File: config.mk
export PLATFORM = sky130hd
export DESIGN_NAME = sum_xor_frame_builder_top
export DESIGN_NICKNAME = d
export VERILOG_FILES = /design/src/sv/sxfb_pkg.sv /design/src/sv/sxfb_burst_gen.sv /design/src/sv/sum_xor_frame_builder_top.sv
export SDC_FILE = /design/constraint.sdc
export NUM_CORES = 1
export LEC_CHECK = 0
export ABC_AREA = 1
export BUFFER_PORTS_ARGS = -buffer_cell sky130_fd_sc_hd__buf_4
export CAP_MARGIN = 20
export CELL_PAD_IN_SITES_DETAIL_PLACEMENT = 0
export CELL_PAD_IN_SITES_GLOBAL_PLACEMENT = 1
export CORE_MARGIN = 2
export CORE_UTILIZATION = 43
export DETAILED_ROUTE_END_ITERATION = 12
export HOLD_SLACK_MARGIN = 0.06
export PLACE_DENSITY = 0.85
export SETUP_SLACK_MARGIN = 0.1
export SLEW_MARGIN = 20
export SYNTH_ARGS = -nofsm -noshare
export SYNTH_HDL_FRONTEND = slang
export SYNTH_SLANG_ARGS = --single-unit
File: constraint.sdc
create_clock -name clk_i -period 5.4 [get_ports clk_i]
set_input_delay 0.54 -clock clk_i [delete_from_list [all_inputs] [get_ports clk_i]]
set_output_delay 0.54 -clock clk_i [all_outputs]
set_load 0.05 [all_outputs]
File: src/sv/sxfb_pkg.sv
// ----------------------------------------------------------------------------
// sxfb_pkg
// Shared constants and types for the sum/xor frame builder.
// ----------------------------------------------------------------------------
`default_nettype none

package sxfb_pkg;

  localparam logic [7:0] START_BYTE = 8'hFE;
  localparam logic [7:0] END_BYTE   = 8'hFF;

  // Most bytes one item can produce: header (4) + data + trailer (3).
  localparam int MAX_BYTES = 8;
  localparam int REM_W     = $clog2(MAX_BYTES);

  // Frame tracking state carried between items.
  typedef struct packed {
    logic       in_frame;
    logic [7:0] bytes_left;
    logic [7:0] chk_sum;
    logic [7:0] chk_xor;
  } frame_state_t;

  // Burst of output bytes for one item; bytes[0] goes out first.
  // rem is the byte count minus one; closes marks a burst ending in END_BYTE.
  typedef struct packed {
    logic [MAX_BYTES-1:0][7:0] bytes;
    logic [REM_W-1:0]          rem;
    logic                      closes;
  } burst_t;

endpackage

`default_nettype wire

File: src/sv/sxfb_burst_gen.sv
// ----------------------------------------------------------------------------
// sxfb_burst_gen
// Builds the byte burst for one input word and the next frame state.
// ----------------------------------------------------------------------------
`default_nettype none

module sxfb_burst_gen (
  input  var sxfb_pkg::frame_state_t state_i,
  input  wire logic [7:0]            frame_type_i,
  input  wire logic [7:0]            frame_command_i,
  input  wire logic [7:0]            payload_length_i,
  input  wire logic [7:0]            data_byte_i,
  output sxfb_pkg::burst_t           burst_o,
  output sxfb_pkg::frame_state_t     state_o
);

  logic [7:0] hdr_sum;
  logic [7:0] hdr_xor;
  logic [7:0] dat_sum;
  logic [7:0] dat_xor;
  logic [7:0] left_dec;

  always_comb begin
    hdr_sum  = frame_type_i + frame_command_i + payload_length_i;
    hdr_xor  = frame_type_i ^ frame_command_i ^ payload_length_i;
    dat_sum  = (state_i.in_frame ? state_i.chk_sum : hdr_sum) + data_byte_i;
    dat_xor  = (state_i.in_frame ? state_i.chk_xor : hdr_xor) ^ data_byte_i;
    left_dec = (state_i.in_frame ? state_i.bytes_left : payload_length_i) - 8'd1;

    burst_o = '0;
    state_o = '0;

    if (!state_i.in_frame) begin
      burst_o.bytes[0] = sxfb_pkg::START_BYTE;
      burst_o.bytes[1] = frame_type_i;
      burst_o.bytes[2] = frame_command_i;
      burst_o.bytes[3] = payload_length_i;
      if (payload_length_i == 8'd0) begin
        // empty payload: header then trailer, stay idle
        burst_o.bytes[4] = hdr_sum;
        burst_o.bytes[5] = hdr_xor;
        burst_o.bytes[6] = sxfb_pkg::END_BYTE;
        burst_o.rem      = sxfb_pkg::REM_W'(6);
        burst_o.closes   = 1'b1;
      end else begin
        burst_o.bytes[4] = data_byte_i;
        if (left_dec == 8'd0) begin
          burst_o.bytes[5] = dat_sum;
          burst_o.bytes[6] = dat_xor;
          burst_o.bytes[7] = sxfb_pkg::END_BYTE;
          burst_o.rem      = sxfb_pkg::REM_W'(7);
          burst_o.closes   = 1'b1;
        end else begin
          burst_o.rem        = sxfb_pkg::REM_W'(4);
          state_o.in_frame   = 1'b1;
          state_o.bytes_left = left_dec;
          state_o.chk_sum    = dat_sum;
          state_o.chk_xor    = dat_xor;
        end
      end
    end else begin
      burst_o.bytes[0] = data_byte_i;
      if (left_dec == 8'd0) begin
        burst_o.bytes[1] = dat_sum;
        burst_o.bytes[2] = dat_xor;
        burst_o.bytes[3] = sxfb_pkg::END_BYTE;
        burst_o.rem      = sxfb_pkg::REM_W'(3);
        burst_o.closes   = 1'b1;
      end else begin
        burst_o.rem        = sxfb_pkg::REM_W'(0);
        state_o.in_frame   = 1'b1;
        state_o.bytes_left = left_dec;
        state_o.chk_sum    = dat_sum;
        state_o.chk_xor    = dat_xor;
      end
    end
  end

endmodule

`default_nettype wire

File: src/sv/sum_xor_frame_builder_top.sv
// ----------------------------------------------------------------------------
// sum_xor_frame_builder_top
// Byte frame builder: FE, type, cmd, len, payload, sum, xor, FF.
// ----------------------------------------------------------------------------
// Path: a word's burst goes from the burst register to the output shifter,
//   whose byte 0 is on the port, once the shifter is free.
// Throughput: while out_stall_i is low, one output byte per cycle; a word's
//   burst holds 1, 4, 5, 7 or 8 bytes, so payload words stream one per cycle.
// Reset: async active low; clears frame state and both valid flags.
// ----------------------------------------------------------------------------
`default_nettype none

module sum_xor_frame_builder_top (
  input  wire logic       clk_i,
  input  wire logic       rst_ni,
  // input channel
  input  wire logic       in_valid_i,
  output logic            in_stall_o,
  input  wire logic [7:0] frame_type_i,
  input  wire logic [7:0] frame_command_i,
  input  wire logic [7:0] payload_length_i,
  input  wire logic [7:0] data_byte_i,
  // output channel
  output logic            out_valid_o,
  input  wire logic       out_stall_i,
  output logic [7:0]      out_byte_o,
  output logic            run_last_o,
  output logic            frame_done_o
);

  // Frame state: updated the cycle a word is accepted, so the next word
  // can be taken right behind it.
  sxfb_pkg::frame_state_t state_q, state_d;

  // Burst register: one fully built burst waiting for the shifter.
  sxfb_pkg::burst_t pend_q, pend_d;
  logic             pend_valid_q, pend_valid_d;

  // Output shifter: current burst, byte 0 on the port.
  sxfb_pkg::burst_t ser_q, ser_d;
  logic             ser_valid_q, ser_valid_d;

  logic in_acc;
  logic ser_take;
  logic ser_done;
  logic ser_free;
  logic pend_move;

  sxfb_burst_gen u_burst_gen (
    .state_i          (state_q),
    .frame_type_i     (frame_type_i),
    .frame_command_i  (frame_command_i),
    .payload_length_i (payload_length_i),
    .data_byte_i      (data_byte_i),
    .burst_o          (pend_d),
    .state_o          (state_d)
  );

  // Handshake plumbing. The shifter frees up on the cycle its last byte is
  // taken, so the waiting burst moves in without a bubble.
  assign ser_take  = ser_valid_q && !out_stall_i;
  assign ser_done  = ser_take && (ser_q.rem == '0);
  assign ser_free  = !ser_valid_q || ser_done;
  assign pend_move = pend_valid_q && ser_free;
  assign in_stall_o = pend_valid_q && !ser_free;
  assign in_acc     = in_valid_i && !in_stall_o;

  assign pend_valid_d = in_acc || (pend_valid_q && !pend_move);
  assign ser_valid_d  = pend_move || (ser_valid_q && !ser_done);

  always_comb begin
    ser_d = ser_q;
    if (pend_move) begin
      ser_d = pend_q;
    end else if (ser_take) begin
      ser_d.bytes = {8'h00, ser_q.bytes[sxfb_pkg::MAX_BYTES-1:1]};
      ser_d.rem   = ser_q.rem - sxfb_pkg::REM_W'(1);
    end
  end

  // control state
  always_ff @(posedge clk_i or negedge rst_ni) begin
    if (!rst_ni) begin
      state_q      <= '0;
      pend_valid_q <= 1'b0;
      ser_valid_q  <= 1'b0;
    end else begin
      if (in_acc) begin
        state_q <= state_d;
      end
      pend_valid_q <= pend_valid_d;
      ser_valid_q  <= ser_valid_d;
    end
  end

  // payload, no reset
  always_ff @(posedge clk_i) begin
    if (in_acc) begin
      pend_q <= pend_d;
    end
    ser_q <= ser_d;
  end

  assign out_valid_o  = ser_valid_q;
  assign out_byte_o   = ser_q.bytes[0];
  assign run_last_o   = (ser_q.rem == '0);
  assign frame_done_o = ser_q.closes && (ser_q.rem == '0);

  // --------------------------------------------------------------------------
  // Assertions
  // --------------------------------------------------------------------------

  // Input only backs up behind a full burst register.
  a_stall_needs_pend: assert property (@(posedge clk_i) disable iff (!rst_ni)
    in_stall_o |-> pend_valid_q)
    else $error("input stalled with empty burst register");

  // The closing byte always ends the word's burst.
  a_done_is_last: assert property (@(posedge clk_i) disable iff (!rst_ni)
    (out_valid_o && frame_done_o) |-> run_last_o)
    else $error("frame end not on last byte of burst");

  // An open frame always expects more payload.
  a_open_frame_left: assert property (@(posedge clk_i) disable iff (!rst_ni)
    state_q.in_frame |-> (state_q.bytes_left != 8'd0))
    else $error("open frame with no bytes left");

  // A burst that reached the shifter came from the burst register.
  a_ser_from_pend: assert property (@(posedge clk_i) disable iff (!rst_ni)
    $rose(ser_valid_q) |-> $past(pend_valid_q))
    else $error("shifter loaded without a pending burst");

endmodule

`default_nettype wire

Word level (Yosys, flattened, before mapping) --
Index checks and enable logic that the tools add are counted.
Storage, ports and cells: bits in registers 163, word-level logic and storage cells 71, bits of input ports 36
Cells by class: reduce and logical (&&, ||, !) cells 22, $add $sub $neg 5, mux-type cells 15, bitwise operators 3
Operator list (number):
- 2-to-1 mux 67 bit | 2
- 2-to-1 mux 25 bit | 3
- 2-to-1 mux 24 bit | 2
- 2-to-1 mux 36 bit | 1
- adder 8 bit | 3
- 2-to-1 mux 8 bit | 3
- bitwise XOR 8 bit | 3
- logical NOT 8 bit | 2
- logical AND 1 bit | 8
- subtractor 8 x 1 -> 8 bit (second input constant) | 1
- logical NOT 1 bit | 6
- 2-to-1 mux 2 bit | 2
- 2-to-1 mux 4 bit | 1
- logical NOT 3 bit | 1
- logical OR 1 bit | 3
- subtractor 3 x 1 -> 3 bit (second input constant) | 1
- nonzero test 2 bit | 1
- OR reduction 2 bit | 1
- 2-to-1 mux 1 bit | 1

Longest topological paths before layout --
depth in word-level cells 9, gate-level depth with buffers 19, mapped depth without buffers 19

Modules after synthesis --
A second synthesis with hierarchy kept.
Unflattened totals: cells, all modules 906, area total of the unflattened synthesis 8471.9 um^2
Modules (own cells, without submodules):
- sum_xor_frame_builder_top | cells each 491, sequential area each 4759.6 um^2, area an instance 6247.2 um^2, instances 1
- sxfb_burst_gen | cells each 415, sequential area each 0.0 um^2, area an instance 2224.6 um^2, instances 1

Worst setup path before layout --
Ideal clock, no wire load.
path kind reg-to-reg, from reg ser_valid_q, in the netlist out_valid_o, to reg ser_q, in the netlist out_byte_o[0] (enable), required time 4.839 ns, slack -0.108 ns, period minus slack after synthesis 5.508 ns, data arrival time 4.947 ns, library setup time 0.561 ns, stages on the path, launching flop included 3, cells stage by stage dfrtp_1 inv_1 o21ai_0
Between the ends: word-level cells in the longest chain between the ends 5
RTL lines:
- start: declaration | RTL line sum_xor_frame_builder_top.sv:41 | logic ser_valid_q, ser_valid_d;
- start signal: assignment | RTL line sum_xor_frame_builder_top.sv:92 | ser_valid_q <= ser_valid_d;
- logical AND 1 bit | RTL line sum_xor_frame_builder_top.sv:61 | assign ser_take = ser_valid_q && !out_stall_i;
- logical AND 1 bit | RTL line sum_xor_frame_builder_top.sv:62 | assign ser_done = ser_take && (ser_q.rem == '0);
- logical OR 1 bit | RTL line sum_xor_frame_builder_top.sv:63 | assign ser_free = !ser_valid_q || ser_done;
- logical AND 1 bit | RTL line sum_xor_frame_builder_top.sv:64 | assign pend_move = pend_valid_q && ser_free;
- nonzero test 2 bit (no source line) (*)
- end signal: assignment | RTL line sum_xor_frame_builder_top.sv:101 | ser_q <= ser_d;
- end: declaration | RTL line sum_xor_frame_builder_top.sv:40 | sxfb_pkg::burst_t ser_q, ser_d;
Every way passes the cells marked *; elsewhere a longest branch is shown, timed or not. A chain may end at the register's enable or synchronous reset.

==> results.sh <==
export IMPL_p_leak_nw=3.885
export IMPL_clk_latency_ns=0.42
export IMPL_syn_nets=863
export IMPL_num_io_pins=48
export IMPL_syn_avg_cell_area_um2=9.257
export IMPL_htree_levels=4
export IMPL_clk_pin_slew_ns=0.06
export IMPL_design_power_total_mw=4.984
export IMPL_worstSetupStartpointType="input port"
export IMPL_cts_tree="done"
export IMPL_diodes=0
export IMPL_wire_per_inst_um=15.63
export IMPL_grt_max_degree=64
export IMPL_synth_seq_cells=148
export IMPL_final_min_clock_period_ns=3.509
export IMPL_yosys_cell_types_count=27
export IMPL_hold_viol_final=0
export IMPL_grt_antenna_before_repair=0
export IMPL_drtIter0Drc=674
export IMPL_dieArea_mm2=0.01831
export IMPL_area_delta_synth_final_pct=15.78
export IMPL_initial_core_util_pct=43.47
export IMPL_chipHeight_um=135.3
export IMPL_final_util_pct=50.33
export IMPL_gp_congestion=0.8959
export IMPL_synth_compound_area_share_pct=6.784
export IMPL_gr_total_overflow=0
export IMPL_skew_ns=0.006192
export IMPL_clk_path_buf_depth=2
export IMPL_cts_buffers=17
export IMPL_setup_tns_final_ns=0
export IMPL_ys_flop_type="edfxtp_1"
export IMPL_yosys_warnings=0
export IMPL_status="complete, no violations"
export IMPL_post_route_period_util_pct=64.98
export IMPL_coreArea_mm2=0.01706
export IMPL_cts_sinks=148
export IMPL_end_kind="flip-flop"
export IMPL_dpl_hpwl_um=11580
export IMPL_cts_root_buf="clkbuf_16"
export IMPL_worstSetupPathType="in -> reg"
export IMPL_whs_path_depth=3
export IMPL_synth_edf_count=121
export IMPL_pre_cts_ws_ns=1.510
export IMPL_vias=5344
export IMPL_wirelength_um=16850
export IMPL_firstDrtPassIters=8
export IMPL_fmax_mhz=285.0
export IMPL_rows=48
export IMPL_postPlaceCellArea_mm2=0.007939
export IMPL_fillers=1603
export IMPL_peakVddDrop_mv=0.4227
export IMPL_grt_pass1_vias=5050
export IMPL_slew_violations=0
export IMPL_die_w_um=135.3
export IMPL_yosys_area_share_simple_pct=21.04
export IMPL_synthCells=801
export IMPL_io_buffers=47
export IMPL_setup_viol=0
export IMPL_power_per_cell_area_mw_per_mm2=580.6
export IMPL_nNetsFinal=902
export IMPL_drv_cap=0
export IMPL_vias_per_cell=4.957
export IMPL_rsz0062_at_grt="false"
export IMPL_syn_area_mm2=0.007415
export IMPL_layout_drive_gt1_share_pct=12.19
export IMPL_ant_nets=0
export IMPL_cts_resized_gates=0
export IMPL_grt_pass1_wl_um=27200
export IMPL_finalInstanceArea_mm2=0.008584
export IMPL_synth_xor_area_share_pct=2.008
export IMPL_drc=0
export IMPL_slew_headroom_pct=46.76
export IMPL_cp_arrival_ns=3.77
export IMPL_hp_class="in -> reg"
export IMPL_seq_area_frac_synth_pct=58.12
export IMPL_synthMuxAreaShare_pct=0
export IMPL_ff2ff_path_depth=14
export IMPL_async_flop_share_pct=18.24
export IMPL_cp_data_required_time_ns=5.66
export IMPL_grt_usage_pct=19.70
export IMPL_synth_top_family_by_area="simple AND/OR/NAND/NOR gates"
export IMPL_crit_path_max_fanout=5
export IMPL_worst_slack_ns=1.891
export IMPL_worst_slew_pin_slew_ns=0.7977
export IMPL_synthAdderAreaFrac_pct=5.299
-- worst paths after layout --
check / startpoint / to / slack (ns)
max in group asynchronous: rst_ni / state_q[4]$_DFFE_PN0P_ / 4.51
min in group asynchronous: rst_ni / state_q[0]$_DFFE_PN0P_ / 0.59
worst max register to register: state_q[24]$_DFFE_PN0P_ / pend_q[13]$_DFFE_PP_ / 1.90
worst min-delay path: out_stall_i / out_valid_o$_DFF_PN0_ / 0.40
worst max-delay path: frame_type_i[1] / pend_q[18]$_DFFE_PP_ / 1.89
worst min register to register: pend_q[0]$_DFFE_PP_ / ser_q[0]$_DFFE_PP_ / 0.48
-- cells in the final DEF, fill, tap and decap left out, drive strengths merged --
cell type    netlist  layout
a21oi             11      11
dfrtp             27      27
edfxtp           121     121
nand2            329     329
nand3             30      30
fa                 9       9
clkinv             0       3
bufinv             0       4
nor2              32      32
xor2              13      13
ha                17      17
inv               83      85
a22o               2       2
nand3b             1       1
or2                2       2
buf               15      55
clkinvlp           0       2
o21bai             1       1
dlygate4sd3        0       1
xnor2              4       4
a31oi              2       2
nand4              2       2
o22ai             12      12
o21ai             67      67
clkbuf            21      21
-- Yosys cell counts (9+ instances only) --
| master | instances | area [um2] |
|---|---|---|
| nand2_1 | 324 | 1216 |
| edfxtp_1 | 121 | 3633 |
| inv_1 | 78 | 292.8 |
| o21ai_0 | 41 | 205.2 |
| nand3_1 | 30 | 150.1 |
| nor2_1 | 28 | 105.1 |
| dfrtp_1 | 27 | 675.7 |
| o21ai_1 | 26 | 130.1 |
| clkbuf_1 | 21 | 78.83 |
| ha_1 | 17 | 212.7 |
| xor2_1 | 13 | 113.9 |
| o22ai_1 | 12 | 75.07 |
| a21oi_1 | 11 | 55.05 |
| buf_4 | 9 | 67.56 |
| fa_1 | 9 | 180.2 |
-- layer usage --
metal  global-route usage (%)  vias to the layer above  wire length, um
met3                    3.517                       19             1047
met4                    6.424                        0              223
met5                        0                        -                0
met1                    29.17                     2453             7908
met2                    29.50                      188             7670
li1                         -                     2684                -
-- area by class of cell --
cell class	instances	area (um2)	area share (%)
Sequential cell	148	4309	50.20
Clock buffer	21	460.4	5.364
Inverter	83	311.5	3.629
Timing Repair Buffer	56	422.9	4.926
Clock inverter	11	175.2	2.041
Tap cell	225	281.5	3.279
Multi-Input combinational cell	534	2624	30.56
-- kinds of logic after synthesis --
group | Yosys count
adder cells (fa/ha/maj) | 26
XOR/XNOR | 17
flip-flops | 148
AND/OR/NAND/NOR | 396
buffers and inverters | 119
AO/OA/AOI/OAI | 95
-- worst max-delay path, cell delays in order --
cell and delay, ns:
buf_4 0.08, inv_1 0.04, fa_1 0.62, inv_1 0.07
ha_1 0.22, fa_1 0.46, xor2_1 0.18, nand2_1 0.06
o21ai_0 0.08, ha_1 0.34, a21oi_1 0.13, o21ai_0 0.14
nand2_1 0.09, nand2_1 0.05, a21oi_1 0.18, xor2_1 0.20
nand2_1 0.09, o21ai_0 0.19
-- sequential cells by signal, indices dropped and copies added (netlist names) --
register and flops:
pend_q 60, ser_q 53, state_q 25, out_byte_o 8, out_valid_o 1, pend_valid_q 1
-- power breakdown --
group	internal, mW	total, mW	switching [mW]
Combinational	0.549	1.81	1.26
Clock	0.801	1.27	0.465
Sequential	1.78	1.91	0.129
-- timing repair --
action,4_1_cts,5_1_grt
hold buffers,1,0
setup buffers,0,0
hold endpoints to repair,27,0
-- through the flow --
step | cells | hold WS, ns
after floorplan | 801 | 0.2444
after global placement | 1045 | 0.4581
after detailed placement | 1045 | 0.4712
after CTS | 1078 | 0.3922
after global routing | 1078 | 0.4079
final | 1078 | 0.4044
(Power assumes the default switching activity.)
